--- config.mk ---
export PLATFORM = sky130hd
export DESIGN_NAME = multi_pattern_string_matcher
export DESIGN_NICKNAME = d
export VERILOG_FILES = /design/src/rtl/mpsm_pkg.sv /design/src/rtl/multi_pattern_string_matcher.sv /design/src/rtl/mpsm_cell.sv
export SDC_FILE = /design/constraint.sdc
export NUM_CORES = 2
export LEC_CHECK = 0
export ABC_CLOCK_PERIOD_IN_PS = 6900
export BUFFER_PORTS_ARGS = -buffer_cell sky130_fd_sc_hd__buf_4
export CAP_MARGIN = 20
export CORE_MARGIN = 10
export CORE_UTILIZATION = 55
export CTS_CLUSTER_DIAMETER = 40
export DETAILED_ROUTE_END_ITERATION = 10
export GPL_TIMING_DRIVEN = 0
export PLACE_DENSITY_LB_ADDON = 0.05
export SLEW_MARGIN = 30
export SYNTH_ARGS = -nofsm -noshare
export SYNTH_HDL_FRONTEND = slang
export SYNTH_HIERARCHICAL = 1
export SYNTH_SLANG_ARGS = --single-unit
--- constraint.sdc ---
create_clock -name clock -period 6.9 [get_ports clock]
set_clock_uncertainty 0.2 [all_clocks]
set_input_delay 1.035 -clock clock [delete_from_list [all_inputs] [get_ports clock]]
set_output_delay 1.035 -clock clock [all_outputs]
set_load 0.005 [all_outputs]
--- src/rtl/mpsm_pkg.sv ---
// Shared types and constants for the multi-pattern string matcher.
package mpsm_pkg;

   // Default sizes
   localparam int NUM_PATTERNS_DEF    = 8;
   localparam int MAX_PATTERN_LEN_DEF = 32;
   localparam int MIN_PATTERN_LEN_DEF = 5;

   // Fixed field widths
   localparam int PAT_IDX_W  = 3;
   localparam int CHAR_IDX_W = 5;
   localparam int VALUE_W    = 8;
   localparam int POS_W      = 32;

   // Request codes on req_type
   typedef enum logic [1:0] {
      REQ_CHAR_WR = 2'd0,
      REQ_LEN_WR  = 2'd1,
      REQ_TEXT    = 2'd2,
      REQ_RESTART = 2'd3
   } req_code_type;

   // Per-cycle control broadcast to every cell
   typedef struct packed {
      logic shift;    // take the neighbor's window byte
      logic clear;    // restart: zero the window byte
      logic char_wr;  // pattern character write (column selected in cell)
   } cell_ctl_type;

endpackage

--- src/rtl/multi_pattern_string_matcher.sv ---
// Top level of the multi-pattern exact string matcher.
//
// Request channel (req_*): one beat per load or text item. req_type selects
// a pattern character write, a pattern length write, a text byte or a text
// restart. Loads and restarts give no result.
// Response channel (rsp_*): one beat per match, carrying the pattern index
// and the start offset of the occurrence; rsp_last marks the final match
// caused by a text byte. Matches for one byte come in ascending pattern order.
// A text byte occupies the block from its accept through a read and a compare
// state per pattern slot and a final flush, as the single compare row is shared
// across all pattern slots; req_stall holds further beats until it is done.
// Load and restart beats are taken whenever the block is idle.
// While rsp_stall holds the response register full, the scan holds at the
// next match it finds once another is pending, or at the final flush, and
// req_stall stays high; it goes on when the register drains.
// Reset clears the pattern lengths (all slots disabled), the text window,
// the byte and position counters and the response register. Pattern
// characters are not cleared and must be written before use.
module multi_pattern_string_matcher import mpsm_pkg::*; #(
   parameter int NUM_PATTERNS    = NUM_PATTERNS_DEF,
   parameter int MAX_PATTERN_LEN = MAX_PATTERN_LEN_DEF,
   parameter int MIN_PATTERN_LEN = MIN_PATTERN_LEN_DEF
) (
   input  logic                  clock,
   input  logic                  reset,
   input  logic                  req_valid,
   output logic                  req_stall,
   input  logic [1:0]            req_type,
   input  logic [PAT_IDX_W-1:0]  req_pattern_index,
   input  logic [CHAR_IDX_W-1:0] req_char_index,
   input  logic [VALUE_W-1:0]    req_value,
   output logic                  rsp_valid,
   input  logic                  rsp_stall,
   output logic [PAT_IDX_W-1:0]  rsp_match_pattern,
   output logic [POS_W-1:0]      rsp_start_position,
   output logic                  rsp_last
);

   localparam int PAT_AW = (NUM_PATTERNS > 1) ? $clog2(NUM_PATTERNS) : 1;
   localparam int LEN_W  = $clog2(MAX_PATTERN_LEN + 1);
   localparam int WIN_AW = $clog2(MAX_PATTERN_LEN);

   typedef enum logic [1:0] {ST_IDLE, ST_READ, ST_CHECK, ST_FLUSH} state_type;

   state_type            state_ff, state_in;
   logic [PAT_AW-1:0]    scan_ff, scan_in;
   logic [LEN_W-1:0]     len_ff [NUM_PATTERNS];
   logic [LEN_W-1:0]     len_wr_value;
   logic [LEN_W-1:0]     cur_len_ff, cur_len_in;
   logic [LEN_W-1:0]     seen_ff, seen_in;
   logic [POS_W-1:0]     pos_ff, pos_in;

   logic                 pend_valid_ff, pend_valid_in;
   logic [PAT_IDX_W-1:0] pend_pat_ff, pend_pat_in;
   logic [POS_W-1:0]     pend_start_ff, pend_start_in;
   logic                 rsp_valid_ff, rsp_valid_in;
   logic [PAT_IDX_W-1:0] rsp_pat_ff, rsp_pat_in;
   logic [POS_W-1:0]     rsp_start_ff, rsp_start_in;
   logic                 rsp_last_ff, rsp_last_in;

   logic                 accept, pidx_ok, cidx_ok;
   logic [31:0]          pidx_ext, scan_ext;
   logic [PAT_AW-1:0]    wr_addr;
   cell_ctl_type         cell_ctl;
   logic [VALUE_W-1:0]   win [MAX_PATTERN_LEN];
   logic [MAX_PATTERN_LEN-1:0] hits;
   logic                 len_ok, match, out_free, scan_done;
   logic [POS_W-1:0]     match_start;
   logic [PAT_IDX_W-1:0] match_pat;

   // ---------------- request decode ----------------
   assign req_stall = (state_ff != ST_IDLE);
   assign accept    = req_valid && !req_stall;
   assign pidx_ext  = 32'(req_pattern_index);
   assign wr_addr   = pidx_ext[PAT_AW-1:0];
   assign pidx_ok   = pidx_ext < NUM_PATTERNS;
   assign cidx_ok   = 32'(req_char_index) < MAX_PATTERN_LEN;

   assign cell_ctl.char_wr = accept && (req_type == REQ_CHAR_WR) && pidx_ok && cidx_ok;
   assign cell_ctl.shift   = accept && (req_type == REQ_TEXT);
   assign cell_ctl.clear   = accept && (req_type == REQ_RESTART);

   // lengths above the maximum saturate
   assign len_wr_value = (32'(req_value) > MAX_PATTERN_LEN) ?
                         LEN_W'(MAX_PATTERN_LEN) : LEN_W'(req_value);

   always_ff @(posedge clock) begin
      if (reset) begin
         for (int i = 0; i < NUM_PATTERNS; i++) begin
            len_ff[i] <= '0;
         end
      end else if (accept && (req_type == REQ_LEN_WR) && pidx_ok) begin
         len_ff[wr_addr] <= len_wr_value;
      end
   end

   // ---------------- text counters ----------------
   always_comb begin
      seen_in = seen_ff;
      pos_in  = pos_ff;
      if (cell_ctl.clear) begin
         seen_in = '0;
         pos_in  = '0;
      end else if (cell_ctl.shift) begin
         if (seen_ff != LEN_W'(MAX_PATTERN_LEN)) begin
            seen_in = LEN_W'(seen_ff + 1'b1);
         end
         pos_in = pos_ff + 1'b1;
      end
   end

   always_ff @(posedge clock) begin
      if (reset) begin
         seen_ff <= '0;
         pos_ff  <= '0;
      end else begin
         seen_ff <= seen_in;
         pos_ff  <= pos_in;
      end
   end

   // length of the slot under scan, aligned with the cells' read data
   assign cur_len_in = len_ff[scan_ff];
   always_ff @(posedge clock) begin
      cur_len_ff <= cur_len_in;
   end

   // ---------------- cell row ----------------
   // Cell j holds window byte j (j beats ago) and pattern column j. Pattern
   // character j lines up with the byte taken len-1-j beats ago.
   for (genvar j = 0; j < MAX_PATTERN_LEN; j++) begin : g_cell
      logic [VALUE_W-1:0] shift_src;
      logic [LEN_W-1:0]   diff;
      logic               col_en;

      if (j == 0) begin : g_head
         assign shift_src = req_value;
      end else begin : g_body
         assign shift_src = win[j-1];
      end

      assign diff   = cur_len_ff - LEN_W'(j) - LEN_W'(1);
      assign col_en = LEN_W'(j) < cur_len_ff;

      mpsm_cell #(
         .NUM_PATTERNS (NUM_PATTERNS),
         .CELL_INDEX   (j)
      ) u_cell (
         .clock       (clock),
         .reset       (reset),
         .ctl         (cell_ctl),
         .char_index  (req_char_index),
         .wr_addr     (wr_addr),
         .wr_data     (req_value),
         .rd_addr     (scan_ff),
         .shift_data  (shift_src),
         .window_byte (win[j]),
         .cmp_en      (col_en),
         .cmp_byte    (win[diff[WIN_AW-1:0]]),
         .hit         (hits[j])
      );
   end

   // ---------------- match decision ----------------
   assign len_ok      = (32'(cur_len_ff) >= MIN_PATTERN_LEN) && (cur_len_ff <= seen_ff);
   assign match       = len_ok && (&hits);
   assign match_start = pos_ff - 32'(cur_len_ff);
   assign scan_ext    = 32'(scan_ff);
   assign match_pat   = scan_ext[PAT_IDX_W-1:0];
   assign scan_done   = (scan_ff == PAT_AW'(NUM_PATTERNS - 1));
   assign out_free    = !rsp_valid_ff || !rsp_stall;

   // ---------------- scan sequencer ----------------
   // A found match is held as pending until the next one (or the end of the
   // scan) tells whether it is the last for this byte.
   always_comb begin
      state_in      = state_ff;
      scan_in       = scan_ff;
      pend_valid_in = pend_valid_ff;
      pend_pat_in   = pend_pat_ff;
      pend_start_in = pend_start_ff;
      rsp_valid_in  = rsp_valid_ff && rsp_stall;
      rsp_pat_in    = rsp_pat_ff;
      rsp_start_in  = rsp_start_ff;
      rsp_last_in   = rsp_last_ff;

      unique case (state_ff)
         ST_IDLE: begin
            if (accept && (req_type == REQ_TEXT)) begin
               state_in = ST_READ;
               scan_in  = '0;
            end
         end
         ST_READ: begin
            state_in = ST_CHECK;
         end
         ST_CHECK: begin
            if (!(match && pend_valid_ff && !out_free)) begin
               if (match) begin
                  if (pend_valid_ff) begin
                     rsp_valid_in = 1'b1;
                     rsp_pat_in   = pend_pat_ff;
                     rsp_start_in = pend_start_ff;
                     rsp_last_in  = 1'b0;
                  end
                  pend_valid_in = 1'b1;
                  pend_pat_in   = match_pat;
                  pend_start_in = match_start;
               end
               if (scan_done) begin
                  state_in = ST_FLUSH;
               end else begin
                  scan_in  = PAT_AW'(scan_ff + 1'b1);
                  state_in = ST_READ;
               end
            end
         end
         ST_FLUSH: begin
            if (!pend_valid_ff) begin
               state_in = ST_IDLE;
            end else if (out_free) begin
               rsp_valid_in  = 1'b1;
               rsp_pat_in    = pend_pat_ff;
               rsp_start_in  = pend_start_ff;
               rsp_last_in   = 1'b1;
               pend_valid_in = 1'b0;
               state_in      = ST_IDLE;
            end
         end
         default: begin
            state_in = ST_IDLE;
         end
      endcase
   end

   always_ff @(posedge clock) begin
      if (reset) begin
         state_ff      <= ST_IDLE;
         pend_valid_ff <= 1'b0;
         rsp_valid_ff  <= 1'b0;
      end else begin
         state_ff      <= state_in;
         pend_valid_ff <= pend_valid_in;
         rsp_valid_ff  <= rsp_valid_in;
      end
      scan_ff       <= scan_in;
      pend_pat_ff   <= pend_pat_in;
      pend_start_ff <= pend_start_in;
      rsp_pat_ff    <= rsp_pat_in;
      rsp_start_ff  <= rsp_start_in;
      rsp_last_ff   <= rsp_last_in;
   end

   assign rsp_valid          = rsp_valid_ff;
   assign rsp_match_pattern  = rsp_pat_ff;
   assign rsp_start_position = rsp_start_ff;
   assign rsp_last           = rsp_last_ff;

   // ---------------- assertions ----------------
   // nothing may stay pending once the scan has finished
   a_no_pend_idle: assert property (@(posedge clock) disable iff (reset)
      (state_ff == ST_IDLE) |-> !pend_valid_ff)
      else $error("pending match left over in idle");

   // a text beat starts the scan at the first slot
   a_scan_start: assert property (@(posedge clock) disable iff (reset)
      (req_valid && !req_stall && (req_type == REQ_TEXT))
      |=> (state_ff == ST_READ) && (scan_ff == '0))
      else $error("text beat did not start a scan");

   // the flush of a pending match sends it out flagged last
   a_flush_last: assert property (@(posedge clock) disable iff (reset)
      (state_ff == ST_FLUSH && pend_valid_ff && out_free)
      |=> rsp_valid_ff && rsp_last_ff && (state_ff == ST_IDLE))
      else $error("final match not flagged last");

endmodule

--- src/rtl/mpsm_cell.sv ---
// One matcher cell: a window byte, one pattern column and its comparator.
module mpsm_cell import mpsm_pkg::*; #(
   parameter int NUM_PATTERNS = NUM_PATTERNS_DEF,
   parameter int CELL_INDEX   = 0,
   localparam int PAT_AW      = (NUM_PATTERNS > 1) ? $clog2(NUM_PATTERNS) : 1
) (
   input  logic                  clock,
   input  logic                  reset,
   input  cell_ctl_type          ctl,
   input  logic [CHAR_IDX_W-1:0] char_index,
   input  logic [PAT_AW-1:0]     wr_addr,
   input  logic [VALUE_W-1:0]    wr_data,
   input  logic [PAT_AW-1:0]     rd_addr,
   input  logic [VALUE_W-1:0]    shift_data,
   output logic [VALUE_W-1:0]    window_byte,
   input  logic                  cmp_en,
   input  logic [VALUE_W-1:0]    cmp_byte,
   output logic                  hit
);

   // column of pattern characters at this position, one per pattern
   logic [VALUE_W-1:0] col_mem [NUM_PATTERNS];
   logic [VALUE_W-1:0] rd_data_ff;
   logic [VALUE_W-1:0] window_ff, window_in;

   always_ff @(posedge clock) begin
      if (ctl.char_wr && (32'(char_index) == CELL_INDEX)) begin
         col_mem[wr_addr] <= wr_data;
      end
      rd_data_ff <= col_mem[rd_addr];
   end

   always_comb begin
      window_in = window_ff;
      if (ctl.clear) begin
         window_in = '0;
      end else if (ctl.shift) begin
         window_in = shift_data;
      end
   end

   always_ff @(posedge clock) begin
      if (reset) begin
         window_ff <= '0;
      end else begin
         window_ff <= window_in;
      end
   end

   assign window_byte = window_ff;
   // positions past the pattern's end always agree
   assign hit = !cmp_en || (rd_data_ff == cmp_byte);

endmodule

Word-level counts from Yosys, hierarchy flattened

Memories as Yosys holds them, arrays and structs flattened. A register that Yosys moved wholly into a read port is not among the register bits.
Cells that the tools add are included.

Memories: 33
Logic and storage cells: 658
RAM bits: 2096
Bits in registers: 372

Order comparisons: 68
Bitwise operators: 33
Add/sub/neg operators: 66
Multiplexer cells: 208
Reductions and logical operators: 128
Equal/unequal tests: 79

Memories:

| memory                    | depth | bits a word | rd ports | clocked after Yosys merged registers in | write ports | line            | text |
|---|---|---|---|---|---|---|---|
| g_cell[0].u_cell.col_mem  | 8     | 8           | 1        | 1                                       | 1           | mpsm_cell.sv:22 | `logic [VALUE_W-1:0] col_mem [NUM_PATTERNS];` |
| g_cell[10].u_cell.col_mem | 8     | 8           | 1        | 1                                       | 1           | mpsm_cell.sv:22 |  |
| g_cell[11].u_cell.col_mem | 8     | 8           | 1        | 1                                       | 1           | mpsm_cell.sv:22 |  |
| g_cell[12].u_cell.col_mem | 8     | 8           | 1        | 1                                       | 1           | mpsm_cell.sv:22 |  |
| g_cell[13].u_cell.col_mem | 8     | 8           | 1        | 1                                       | 1           | mpsm_cell.sv:22 |  |
| g_cell[14].u_cell.col_mem | 8     | 8           | 1        | 1                                       | 1           | mpsm_cell.sv:22 |  |
| 27 more memories          | n/a   | n/a         | n/a      | n/a                                     | n/a         | n/a             |  |

Operators with widths:

| kind                                                | count |
|---|---|
| binary-select mux 8 bit (select 5 bit)              | 32 |
| 2-to-1 mux 8 bit                                    | 64 |
| equality test 8 bit                                 | 32 |
| >= comparator 6 bit, second input constant          | 32 |
| inverter 5 -> 6 bit                                 | 32 |
| 2-to-1 mux 32 bit                                   | 5 |
| subtractor 5 x 1 -> 5 bit, second input constant    | 32 |
| < comparator 5 x 6 -> 1 bit, first input constant   | 16 |
| 2-to-1 mux 1 bit                                    | 84 |
| equality test 5 bit, second input constant          | 16 |
| subtractor 5 bit, second input constant             | 16 |
| one-hot mux 32 bit (2 select lines)                 | 1 |
| < comparator 4 x 6 -> 1 bit, first input constant   | 8 |
| logical AND 1 bit                                   | 44 |
| equality test 5 x 4 -> 1 bit, second input constant | 8 |
| subtractor 5 x 4 -> 5 bit, second input constant    | 8 |
| zero test 1 bit                                     | 36 |
| logical OR 1 bit                                    | 33 |
| adder 32 x 1 -> 32 bit, second input constant       | 1 |
| AND reduction 32 bit                                | 1 |
| subtractor 32 x 6 -> 32 bit                         | 1 |
| 2-to-1 mux 3 bit                                    | 9 |
| < comparator 3 x 6 -> 1 bit, first input constant   | 4 |
| equality test 5 x 3 -> 1 bit, second input constant | 4 |
| 33 further kinds                                    | 63 |

Logic depth before layout (Yosys ltp)

Depth after elaboration: 14
Gate-level depth with buffers: 25
Gate-level depth less buffers: 18

Cells and area by module

Netlist, hierarchy kept.

Modules (own cells, without submodules):

| module                            | cells an instance | instances | area each (µm²) |
|---|---|---|---|
| mpsm_cell (g_cell[15].u_cell ...) | 153               | 11        | 3078.0 |
| mpsm_cell (g_cell[10].u_cell ...) | 154               | 9         | 3081.7 |
| multi_pattern_string_matcher      | 2363              | 1         | 24787.5 |
| mpsm_cell (g_cell[17].u_cell ...) | 153               | 5         | 3076.7 |
| mpsm_cell (g_cell[1].u_cell ...)  | 154               | 4         | 3080.5 |
| mpsm_cell (g_cell[12].u_cell)     | 153               | 1         | 3083.0 |
| mpsm_cell (g_cell[0].u_cell)      | 154               | 1         | 3078.0 |
| mpsm_cell (g_cell[16].u_cell)     | 153               | 1         | 3074.2 |

Worst setup path after synthesis

OpenSTA, ideal clock, no wires.

Path type: register to register
Start point: register cur_len_ff[2] (read register of len_ff)
End point: register rsp_last_ff (netlist: rsp_last) (enable)
Stages on the path, launching flop included: 22
Slack: -643 ps
Path buffers: 4
Clock period less this slack: 7543 ps
Arrival time: 6901 ps
Cells stage by stage: dfxtp_1 > clkbuf_1 > inv_1 > buf_1 > clkbuf_1 > ha_1 > a21boi_0 > xnor2_2 > xor2_1 > clkbuf_1 > mux4_2 > a221oi_1 > mux2i_1 > xnor2_1 > nand4_1 > o21ai_0 > nand4_1 > nor4_1 > nand3_1 > nor2_1 > o211ai_1 > a21oi_1

Longest elaborated chain between the ends: 14
Elaborated cells between the ends (all ways): 328
Those cells by class: add/sub: 62; order compare: 34; eq/ne: 34; mux: 96; bitwise: 32; reduce/logical: 70

Ends and longest elaborated chain:

| item                                                 | line                                | text |
|---|---|---|
| start, declared                                      | multi_pattern_string_matcher.sv:49  | `logic [LEN_W-1:0] cur_len_ff, cur_len_in;` |
| subtractor 5 x 1 -> 5 bit (2 in series)              | multi_pattern_string_matcher.sv:142 | `assign diff = cur_len_ff - LEN_W'(j) - LEN_W'(1);` |
| inverter 5 -> 6 bit (implied by the code)            | multi_pattern_string_matcher.sv:159 | `.cmp_byte (win[diff[WIN_AW-1:0]]),` |
| binary-select mux 8 bit (select 5 bit)               | multi_pattern_string_matcher.sv:159 |  |
| 2-to-1 mux 8 bit (implied by the code) (2 in series) | multi_pattern_string_matcher.sv:159 |  |
| equality test 8 bit                                  | mpsm_cell.sv:52                     | `assign hit = !cmp_en \|\| (rd_data_ff == cmp_byte);` |
| logical OR 1 bit *                                   | mpsm_cell.sv:52                     |  |
| via hits[1]                                          | multi_pattern_string_matcher.sv:66  | `logic [MAX_PATTERN_LEN-1:0] hits;` |
| AND reduction 32 bit *                               | multi_pattern_string_matcher.sv:166 | `assign match = len_ok && (&hits);` |
| logical AND 1 bit *                                  | multi_pattern_string_matcher.sv:166 |  |
| logical AND 1 bit (2 in series)                      | multi_pattern_string_matcher.sv:198 | `if (!(match && pend_valid_ff && !out_free)) begin` |
| inequality test 2 bit (no line)                      | n/a                                 |  |
| AND reduction 6 bit (no line) *                      | n/a                                 |  |
| end signal, assigned                                 | multi_pattern_string_matcher.sv:251 | `rsp_last_ff <= rsp_last_in;` |
| end, declared                                        | multi_pattern_string_matcher.sv:59  | `logic rsp_last_ff, rsp_last_in;` |

The timed path passes the listed nets; every way through them passes the cells marked *. The select of a mux whose other input is x is not followed.
A chain may end at the register's enable or synchronous reset.

Worst setup path in the final report

Start point: register cur_len_ff[3] (read register of len_ff)
End point: register rsp_start_ff[6] (netlist: rsp_start_position[6]) (enable)

Elaborated cells between the ends (all ways): 328
Those cells by class: add/sub: 62; order compare: 34; eq/ne: 34; mux: 96; bitwise: 32; reduce/logical: 70

RTL lines:

| item                                                 | line                                | text |
|---|---|---|
| subtractor 5 x 1 -> 5 bit                            | multi_pattern_string_matcher.sv:142 |  |
| inverter 5 -> 6 bit (implied by the code)            | multi_pattern_string_matcher.sv:159 |  |
| binary-select mux 8 bit (select 5 bit)               | multi_pattern_string_matcher.sv:159 |  |
| 2-to-1 mux 8 bit (implied by the code) (2 in series) | multi_pattern_string_matcher.sv:159 |  |
| equality test 8 bit                                  | mpsm_cell.sv:52                     |  |
| logical OR 1 bit *                                   | mpsm_cell.sv:52                     |  |
| via hits[0]                                          | multi_pattern_string_matcher.sv:66  |  |
| AND reduction 32 bit *                               | multi_pattern_string_matcher.sv:166 |  |
| logical AND 1 bit *                                  | multi_pattern_string_matcher.sv:166 |  |
| logical AND 1 bit (2 in series)                      | multi_pattern_string_matcher.sv:198 |  |
| inequality test 2 bit (no line)                      | n/a                                 |  |
| AND reduction 6 bit (no line) *                      | n/a                                 |  |
| end signal, assigned                                 | multi_pattern_string_matcher.sv:250 | `rsp_start_ff <= rsp_start_in;` |
| end, declared                                        | multi_pattern_string_matcher.sv:58  | `logic [POS_W-1:0] rsp_start_ff, rsp_start_in;` |

Marks and branches as above.

==> summary.md <==
| Metric | Value |
|---|---|
| Largest net degree at the start of global routing | 105 |
| Row cnt | 173 |
| Slew @ Worst Pin | 1.14 ns |
| Worst Path Max Fanout | 18 |
| Fin. Hold Viols | 0 |
| Drt pass-1 iters | 7 |
| Final wirelength | 361000 µm |
| Setup_tns | 0 ns |
| Routed length per placed instance | 32.7 µm |
| Global router's overall resource usage | 29.2% |
| EDFF count, synth | 2170 |
| Vias in the first global route | 70100 |
| Crit end category | flip-flop |
| Worst min-delay path class | reg -> reg |
| Critical Path AT | 7.30 ns |
| Post-DP HPWL | 248000 µm |
| Via Count | 71400 |
| RSZ-0062 raised after global routing | no |
| Initial Util | 55.4% |
| Met2 WL post-DR | 161000 µm |
| Slowest CP cell | dfxtp_2 |
| Met3 WL | 34800 µm |
| Worst Hold End | rsp_start_position[19]$_DFFE_PP_ |
| Design area | 0.142 mm² |
| Final period demand of the worst path | 6.83 ns |
| Setup violators final | 0 |
| Hold path cells | 0 |
| Antenna-violating nets left | 0 |
| Crit. Startpoint | cur_len_ff[3]$_DFF_P_ |
| CTS clk-pin slew, worst paths | 0.05 ns |
| CP max stage delay | 0.54 ns |
| Hold_buf cts | 0 |
| Vias per cell | 6.46 |
| CTS tree | built |
| Outcome | completed |
| Final period utilization | 99.0% |
| Later-pin clock latency in the skew report | 0.99 ns |
| Hold path startpoint | pend_start_ff[19]$_DFFE_PP_ |
| Met1 wire length | 146000 µm |
| Yosys top cell area share | 52.8% |
| Die span in x | 494 µm |
| IO Count | 60 |
| Worst-case reg-to-reg path depth | 22 |
| Async S/R FF share, synth | 0% |
| Mapped Nets | 7327 |
| CTS buffer count | 377 |
| Final Max Slew Viols | 0 |
| Gpl congestion | 1.05 |
| Reg2Reg Setup Slack | 0.07 ns |
| Max layer used | met5 |
| Most common library cell in the layout ignoring fill and taps | edfxtp_1 |
| Post-synth top area cell | edfxtp_1 |
| Synth Cell Area | 0.123 mm² |
| TritonCTS Sinks | 2730 |
| Share of cells above drive strength 1 | 23.5% |
| Peak supply drop | 0.323 mV |
| Initial antenna violation count | 15 |
| GRT overflow | 0 |
| WS Path Type | reg -> reg |
| Top cells by area, synth | edfxtp_1, mux4_1, dfxtp_1 |
| Slew Limit Headroom | 23.4% |
| Synth warn | 6 |
| Placed cell area | 0.129 mm² |
| DRC | 0 |
| Max Cap Viol | 0 |
| Die ar. | 0.244 mm² |
| Clk root buf | clkbuf_16 |
| Required @ worst endpoint | 7.36 ns |
| IO buf count | 59 |
| Most frequent cells in the layout | edfxtp_1, nand2_1, nor2_1 |
| Worst path cell trace | clkbuf_4 > inv_1 > clkbuf_2 > clkbuf_4 > ha_2 > inv_1 > o21ai_0 > xnor2_2 > buf_6 > clkbuf_2 > mux4_2 > xnor2_1 > nand4_1 > o21ai_2 > nand4_1 > nor4_1 > nand3_2 > buf_4 > nor2_4 > o211ai_1 > a21oi_4 > buf_8 |
| Chip height | 494 µm |
| Final Util | 63.9% |
| Nets | 7822 |
| CP Launch Type | flip-flop |
| Power per cell area | 286 mW/mm² |
| Area delta synth->final | 15.5% |
| Max frequency | 0.146 GHz |
| Mapped Avg Cell Area | 17.0 µm² |
| Top FF cell, synth | edfxtp_1 |
| Core area | 0.223 mm² |
| Starting DRT DRC Count | 8351 |
| R2r endpoint | rsp_start_position[6]$_DFFE_PP_ |
| Max clock buf depth | 4 |
| Cells after Synth | 7273 |
| Seq cells post-synth | 2730 |
| Leakage | 48.6 nW |
| Worst r2r src | cur_len_ff[3]$_DFF_P_ |
| First-pass GRT wire length | 515000 µm |
| H-tree lvl count | 5 |
| Netlist cell types | 60 |
| Sequential fraction of the synthesis area | 61.9% |
[cell type report]
class / instances / area, µm²
buffer: 421 / 2620
sequential: 2730 / 76400
clock buffer: 435 / 9910
clock inverter: 244 / 2910
tap: 2975 / 3720
antenna: 6 / 15.0
fill: 15400 / 80400
inverter: 32 / 128
timing repair buffer: 122 / 1630
multi-input combinational: 4084 / 45100
[state kept, by name, summed over array words and instances (netlist names), 3 cells and up]
register,flops
pend_start_ff,32
seen_ff,6
len_ff,48
g_cell.u_cell/window_byte,256
pend_pat_ff,3
g_cell.u_cell/rd_data_ff,256
match_pat,3
pos_ff,32
cur_len_ff,6
rsp_start_position,32
g_cell.u_cell/col_mem,2048
rsp_match_pattern,3
[per-layer routing]
metal  vias up  GRT usage, %
met1     36800          40.6
met2      3553          43.4
met4        12          12.9
met5         -         0.117
met3       855          8.19
li1      30200             -
[cells in the mapped netlist, drive strengths merged (23+ instances only)]
library cell  number
mux2             342
ha                31
nand3             44
nand2            639
buf              236
nor3              76
inv               32
dfxtp            560
edfxtp          2170
mux4             947
or2               34
mux2i            501
o21ai            170
xnor2            300
clkbuf           191
xor2              49
nor2b             23
nor2             564
nand2b            76
nand4             99
[repair_timing]
| action | CTS | global route |
|---|---|---|
| setup buffers | 8 | 4 |
| setup endpoints to repair | 78 | 71 |
| resized for setup | 120 | 27 |
| gates cloned | 0 | 0 |
| pin swaps | 5 | 6 |
[per-stage QoR]
stage          power, mW  hold slack (ns)  worst slack, ns  cells
2_1_floorplan       20.1            0.200            0.152   7273
3_3_place_gp        21.3            0.204            -4.77  10300
3_5_place_dp        21.4            0.205            -3.17  10400
4_1_cts             40.9            0.180           0.0261  11000
5_1_grt             41.8            0.210          0.00910  11000
6_report            40.7            0.216           0.0670  11000
[worst max-delay path, delay by kind of cell, from the launching register on]
kind / cells / cell delay (ns)
AO/OA/AOI/OAI: 4 / 1.09
XOR/XNOR: 2 / 0.56
buffers and inverters: 9 / 2.39
multiplexers: 1 / 0.40
adder cells (fa/ha/maj): 1 / 0.33
AND/OR/NAND/NOR: 5 / 0.98
flip-flops: 1 / 0.54
[where the power goes]
part	leakage (nW)	internal (mW)	switching, mW	total, mW
clock network	6.18	12.2	7.27	19.5
logic	18.2	1.20	2.09	3.29
registers	24.2	17.8	0.0953	17.9
total	48.6	31.2	9.46	40.7
[worst max path at each step]
stage | slack (ns) | cells after the start | to
2_1_floorplan | 0.15 | 21 | rsp_last$_DFFE_PP_
3_3_place_gp | -4.77 | 21 | rsp_start_position[6]$_DFFE_PP_
3_5_place_dp | -3.17 | 25 | rsp_start_position[6]$_DFFE_PP_
4_1_cts | 0.03 | 21 | rsp_start_position[8]$_DFFE_PP_
5_1_grt | 0.009 | 22 | rsp_start_position[8]$_DFFE_PP_
6_report | 0.07 | 22 | rsp_start_position[6]$_DFFE_PP_
[cells by family after synthesis]
group | after synthesis | share of synthesized area [%]
AOI/OAI and AO/OA | 248 | 1.15
xor gates and xnor gates | 349 | 2.48
adders and majority gates | 32 | 0.331
buffers and inverters | 459 | 2.08
DFF | 2730 | 61.9
muxes | 1790 | 25.9
and+or+nand+nor | 1665 | 6.09
Note: power is estimated with default switching activity, not from simulation.
